### src/hw/rtl/fmsu_pkg.sv
// shared types, codes and saturation helpers of the factorization machine engine
package fmsu_pkg;

   typedef enum logic [2:0] {
      ACT_WLIN   = 3'd0,
      ACT_WLAT   = 3'd1,
      ACT_WBIAS  = 3'd2,
      ACT_SCORE  = 3'd3,
      ACT_UPDATE = 3'd4
   } act_type;

   localparam logic [1:0] CSR_FEAT_LIM = 2'd0;
   localparam logic [1:0] CSR_LATENT_K = 2'd1;
   localparam logic [1:0] CSR_LRATE    = 2'd2;
   localparam logic [1:0] CSR_LAMBDA   = 2'd3;

   localparam logic [12:0] RST_FEAT_LIM = 13'd4096;
   localparam logic [3:0]  RST_LATENT_K = 4'd8;
   localparam logic [16:0] RST_LRATE    = 17'd1311;
   localparam logic [16:0] RST_LAMBDA   = 17'd1;

   localparam logic signed [63:0] S48_MAX = 64'sh0000_7FFF_FFFF_FFFF;
   localparam logic signed [63:0] S48_MIN = 64'shFFFF_8000_0000_0000;
   localparam logic signed [63:0] S32_MAX = 64'sh0000_0000_7FFF_FFFF;
   localparam logic signed [63:0] S32_MIN = 64'shFFFF_FFFF_8000_0000;

   typedef struct packed {
      logic [12:0] feat_limit;
      logic [3:0]  latent_k;
      logic [16:0] step_size;
      logic [16:0] l2_weight;
   } cfg_type;

   typedef struct packed {
      act_type            act;
      logic [15:0]        feature_id;
      logic [2:0]         latent_dim;
      logic signed [31:0] value;
      logic [30:0]        row_scale;
      logic signed [31:0] loss_grad;
      logic               last;
      logic               feat_ok;
      logic               wr_ok;
   } item_type;

   function automatic logic signed [47:0] sat48(input logic signed [63:0] v);
      logic signed [47:0] r;
      if (v > S48_MAX) r = S48_MAX[47:0];
      else if (v < S48_MIN) r = S48_MIN[47:0];
      else r = v[47:0];
      return r;
   endfunction

   function automatic logic signed [31:0] sat32(input logic signed [63:0] v);
      logic signed [31:0] r;
      if (v > S32_MAX) r = S32_MAX[31:0];
      else if (v < S32_MIN) r = S32_MIN[31:0];
      else r = v[31:0];
      return r;
   endfunction

endpackage

### src/hw/rtl/fmsu_front.sv
// front end: request intake, classification, csr file and two-entry queue
module fmsu_front import fmsu_pkg::*; #(
   parameter int FEAT_DEPTH = 4096,
   parameter int MAX_K      = 8
) (
   input  logic               clock,
   input  logic               reset,
   input  logic               start,
   output logic               busy,
   input  logic [2:0]         req_action,
   input  logic [15:0]        req_feature_id,
   input  logic [2:0]         req_latent_dim,
   input  logic signed [31:0] req_value,
   input  logic [30:0]        req_row_scale,
   input  logic signed [31:0] req_loss_grad,
   input  logic               req_last,
   input  logic               psel,
   input  logic               penable,
   input  logic               pwrite,
   input  logic [3:0]         paddr,
   input  logic [31:0]        pwdata,
   output logic [31:0]        prdata,
   output logic               pready,
   output cfg_type            cfg,
   output item_type           head,
   output logic               head_valid,
   input  logic               pop
);

   cfg_type     cfg_ff, cfg_in;
   item_type    q_ff [2];
   item_type    q_in [2];
   logic        wp_ff, wp_in, rp_ff, rp_in;
   logic [1:0]  cnt_ff, cnt_in;
   logic        push, known, feat_in_range, dim_ok;
   item_type    new_item;

   assign pready     = 1'b1;
   assign cfg        = cfg_ff;
   assign busy       = (cnt_ff == 2'd2);
   assign head       = q_ff[rp_ff];
   assign head_valid = (cnt_ff != 2'd0);

   always_comb begin
      case (paddr[3:2])
         CSR_FEAT_LIM: prdata = 32'(cfg_ff.feat_limit);
         CSR_LATENT_K: prdata = 32'(cfg_ff.latent_k);
         CSR_LRATE:    prdata = 32'(cfg_ff.step_size);
         CSR_LAMBDA:   prdata = 32'(cfg_ff.l2_weight);
         default:      prdata = 32'd0;
      endcase
   end

   always_comb begin
      cfg_in = cfg_ff;
      if (psel && penable && pwrite) begin
         case (paddr[3:2])
            CSR_FEAT_LIM: cfg_in.feat_limit = pwdata[12:0];
            CSR_LATENT_K: cfg_in.latent_k   = pwdata[3:0];
            CSR_LRATE:    cfg_in.step_size  = pwdata[16:0];
            CSR_LAMBDA:   cfg_in.l2_weight  = pwdata[16:0];
            default:      cfg_in = cfg_ff;
         endcase
      end
   end

   // unused action codes are dropped here and never reach the back end
   assign known         = (req_action <= 3'(ACT_UPDATE));
   assign feat_in_range = ({1'b0, req_feature_id} < 17'(FEAT_DEPTH));
   assign dim_ok        = (7'(req_latent_dim) < 7'(MAX_K));

   always_comb begin
      new_item.act        = act_type'(req_action);
      new_item.feature_id = req_feature_id;
      new_item.latent_dim = req_latent_dim;
      new_item.value      = req_value;
      new_item.row_scale  = req_row_scale;
      new_item.loss_grad  = req_loss_grad;
      new_item.last       = req_last;
      new_item.feat_ok    = feat_in_range && (req_feature_id < {3'b000, cfg_ff.feat_limit});
      new_item.wr_ok      = feat_in_range &&
                            ((req_action != 3'(ACT_WLAT)) || dim_ok);
   end

   assign push = start && !busy && known;

   always_comb begin
      q_in[0] = q_ff[0];
      q_in[1] = q_ff[1];
      wp_in   = wp_ff;
      rp_in   = rp_ff;
      if (push) begin
         q_in[wp_ff] = new_item;
         wp_in       = !wp_ff;
      end
      if (pop) rp_in = !rp_ff;
      cnt_in = 2'(cnt_ff + {1'b0, push} - {1'b0, pop});
   end

   always_ff @(posedge clock) begin
      q_ff[0] <= q_in[0];
      q_ff[1] <= q_in[1];
      if (reset) begin
         cfg_ff.feat_limit <= RST_FEAT_LIM;
         cfg_ff.latent_k   <= RST_LATENT_K;
         cfg_ff.step_size  <= RST_LRATE;
         cfg_ff.l2_weight  <= RST_LAMBDA;
         wp_ff  <= 1'b0;
         rp_ff  <= 1'b0;
         cnt_ff <= 2'd0;
      end else begin
         cfg_ff <= cfg_in;
         wp_ff  <= wp_in;
         rp_ff  <= rp_in;
         cnt_ff <= cnt_in;
      end
   end

endmodule

### config.mk
export PLATFORM = sky130hd
export DESIGN_NAME = fmsu_front
export DESIGN_NICKNAME = d
export VERILOG_FILES = /design/src/hw/rtl/fmsu_pkg.sv /design/src/hw/rtl/fmsu_front.sv
export SDC_FILE = /design/constraint.sdc
export NUM_CORES = 1
export LEC_CHECK = 0
export BUFFER_PORTS_ARGS = -buffer_cell sky130_fd_sc_hd__buf_4
export CAP_MARGIN = 20
export CORE_ASPECT_RATIO = 1.25
export CORE_MARGIN = 1
export CORE_UTILIZATION = 51
export CTS_CLUSTER_SIZE = 20
export DETAILED_ROUTE_END_ITERATION = 10
export PLACE_DENSITY = 0.8
export SYNTH_ARGS = -nofsm -noshare
export SYNTH_HDL_FRONTEND = slang
export SYNTH_SLANG_ARGS = --single-unit
### constraint.sdc
create_clock -name clock -period 7.9 [get_ports clock]
set_clock_uncertainty 0.2 [all_clocks]
set_input_delay 0.79 -clock clock [delete_from_list [all_inputs] [get_ports clock]]
set_output_delay 0.79 -clock clock [all_outputs]
set_load 0.02 [all_outputs]
==> results.cfg <==
[final_layout]
layout-drive-gt1-share_pct = 48.51
area_growth_pct = 30.98
nets = 1229
multi_input_area_mm2 = 0.002925
ff_latch_area_mm2 = 0.008332
num_antenna_cells = 0
fin_util_pct = 68.00
fin_area_mm2 = 0.01510
fillCellCount = 1534

[floorplan]
core_mm2 = 0.02221
die_area_mm2 = 0.02322
start_util_pct = 51.91
num_io_pins = 367
rows = 61
die_w_um = 136.5
dieHeight_um = 170.1

[critical_path]
critPathTopFamily = buffers and inverters
crit_top_cell = buf_4
path_cells = buf_4 > mux2_2 > buf_4
worstPathMaxFanout = 71
path_buf_inv = 2
critPathKind = register to output port
slowest_stage = buf_4
cp-end-kind = output port
worstPathArrival_ps = 2890
cp.required_ps = 6910
slowest_delay_ps = 820
cp-start-kind = register

[sta]
worst_slack_ps = 4023
fmax_mhz = 257.9
setup_violations = 0
final.setup.tns_ps = 0
period_minus_slack_ps = 3877
tightest_slew_ps = 971.1
relSlewSlack_pct = 35.26
post-route-period-util_pct = 49.08
rsz0062_at_grt = false
drv_slew = 0
finalHoldViolCount = 0

[placed_design]
dp_hpwl_um = 19050
dp_slack_ps = 4251
routabilityCongestion = 0.7846
place_area_mm2 = 0.01420
io_buffer_count = 333

[cts]
clock-sinks = 296
clk_latency_ps = 540
htreeDepth = 1
cts_tree = done
cts_hold_buf = 0
path_clk_slew_ps = 60
cts_resized = 0
cts_buffers = 28
post_cts_buffers = 0
clockBufferDepth = 3
clockRootBuffer = clkbuf_16

[power]
ir_drop_mv = 0.2412
internal-power_w = 0.002839
pwr-share-seq_pct = 49.3
clkPwrFrac_pct = 34.9
power_frac_comb_pct = 15.7
switchingPower_w = 0.0009128
power.density_mw_per_mm2 = 248.4
leakagePower_nw = 5.786
swShare_pct = 24.33

[global_routing]
antenna_found_initial = 0
grtUsageTotal_pct = 22.59
grt_pass1_vias = 7180
grt_max_degree = 72
grt_overflow = 0
grt_pass1_wl_um = 39810

[logic_synthesis]
ys.flop_type = edfxtp_1
avgSynthCellArea_um2 = 16.01
ys_seq_area_share_pct = 72.23
yosys.area.top_type = edfxtp_1
syn_area_mm2 = 0.01153
ys_types = 39
ys_seq_elements = 296
async_reset_ff_share_pct = 0
synth_top_area_share_pct = 62.51
synth_edf_count = 240
yosysMostFrequentCell = edfxtp_1
syn_inst = 720
yosysWarnings = 0
synth_area_leaders = edfxtp_1 63%, mux2_2 13%, dfxtp_1 9.7%
synth_commonest_cells = 240 x edfxtp_1, 129 x mux2_2, 96 x nand2_1, 56 x dfxtp_1, 43 x a21oi_1

[routing]
via_per_inst = 5.246
drt-wirelength-per-cell_um = 20.03
drtPass1Iterations = 4
initialDrtViolationCount = 398
via_count = 7129
ant_nets = 0
route.detailed.drc = 0
routed_wl_um = 27210

[job]
drv_cap = 0

[status]
status = complete, no violations

[min_path]
hp-class = primary input to register
-- state kept, by name, summed over array words and instances (netlist names), named ones only --
register and count:
q_ff 240, cfg 51, cnt_ff 2, rp_ff 1
wp_ff 1
-- through the flow --
stage	hold WS, ps	cells	total power, W
2_1_floorplan	279.9	734	0.002224
3_3_place_gp	257.8	1307	0.002457
3_5_place_dp	264.1	1307	0.002477
4_1_cts	210.3	1359	0.003786
5_1_grt	219.3	1359	0.003877
6_report	233.1	1359	0.003752
-- cells by family (layout without fill, tap and decap cells) --
| kind of cell | after synthesis | count (layout) | share of synthesized area [%] |
|---|---|---|---|
| AO/OA/AOI/OAI | 61 | 61 | 3.266 |
| XOR/XNOR | 4 | 4 | 0.3039 |
| adder cells (fa/ha/maj) | 14 | 14 | 1.519 |
| buffers and inverters | 62 | 404 | 2.984 |
| flip-flops | 296 | 296 | 72.23 |
| multiplexers | 140 | 140 | 13.99 |
| other | 2 | 16 | 0.06514 |
| AND/OR/NAND/NOR | 141 | 141 | 5.643 |
-- layout by cell type (no fill, tap or decap), drive strengths merged --
cell / instances
a2111oi: 1
a211o: 2
a211oi: 1
a21o: 2
a21oi: 43
a22o: 9
and3: 2
buf: 338
bufinv: 3
clkbuf: 35
clkinv: 13
clkinvlp: 1
conb: 16
dfxtp: 56
edfxtp: 240
ha: 14
inv: 14
mux2: 129
mux2i: 7
mux4: 4
nand2: 96
nand2b: 1
nand3: 4
nand3b: 9
nand4: 2
nor2: 14
nor2b: 7
nor3: 1
nor3b: 1
o21ai: 3
or2: 2
or3: 2
xnor2: 3
xor2: 1
-- area by class of cell --
type,instances,share of cell area [%]
Sequential cell,296,55.17
Multi-Input combinational cell,376,19.37
Timing Repair Buffer,338,16.80
Clock buffer,35,4.954
Tap cell,283,2.345
Clock inverter,17,1.011
Inverter,14,0.3480
-- path summary, 6_finish.rpt --
path | end | slack [ps] | cells after the start | start
setup / recovery | head[12] | 4020 | 3 | register
hold / removal | q_ff[1][41]$_DFFE_PP_ | 230 | 1 | req_row_scale[6]
setup reg to reg | q_ff[0][26]$_DFFE_PP_ | 4860 | 5 | cnt_ff[1]$_SDFF_PP0_
hold reg to reg | cfg[16]$_SDFFE_PP0P_ | 280 | 2 | cfg[16]$_SDFFE_PP0P_
-- worst register-to-register path, cell delays in order (launching register included) --
cell and delay [ps]:
dfxtp_1 320, nor2b_1 140, nand3b_1 330, nor2_4 150
buf_4 590, buf_4 870
-- layer usage --
metal	routed length (µm)	GRT usage, %	share of wire, %
met1	9677	25.24	36
met2	13840	39.88	51
met3	2768	6.941	10
met4	933	8.647	3.4
met5	0	0	0
-- power by group through the flow --
stage	combinational, W	sequential [W]	clock (W)
2_1_floorplan	0.000335	0.00189	0
3_3_place_gp	0.000582	0.00188	0
3_5_place_dp	0.000593	0.00188	0
4_1_cts	0.000597	0.00185	0.00134
5_1_grt	0.000627	0.00186	0.00139
6_report	0.000590	0.00185	0.00131
(Power assumes the default switching activity.)
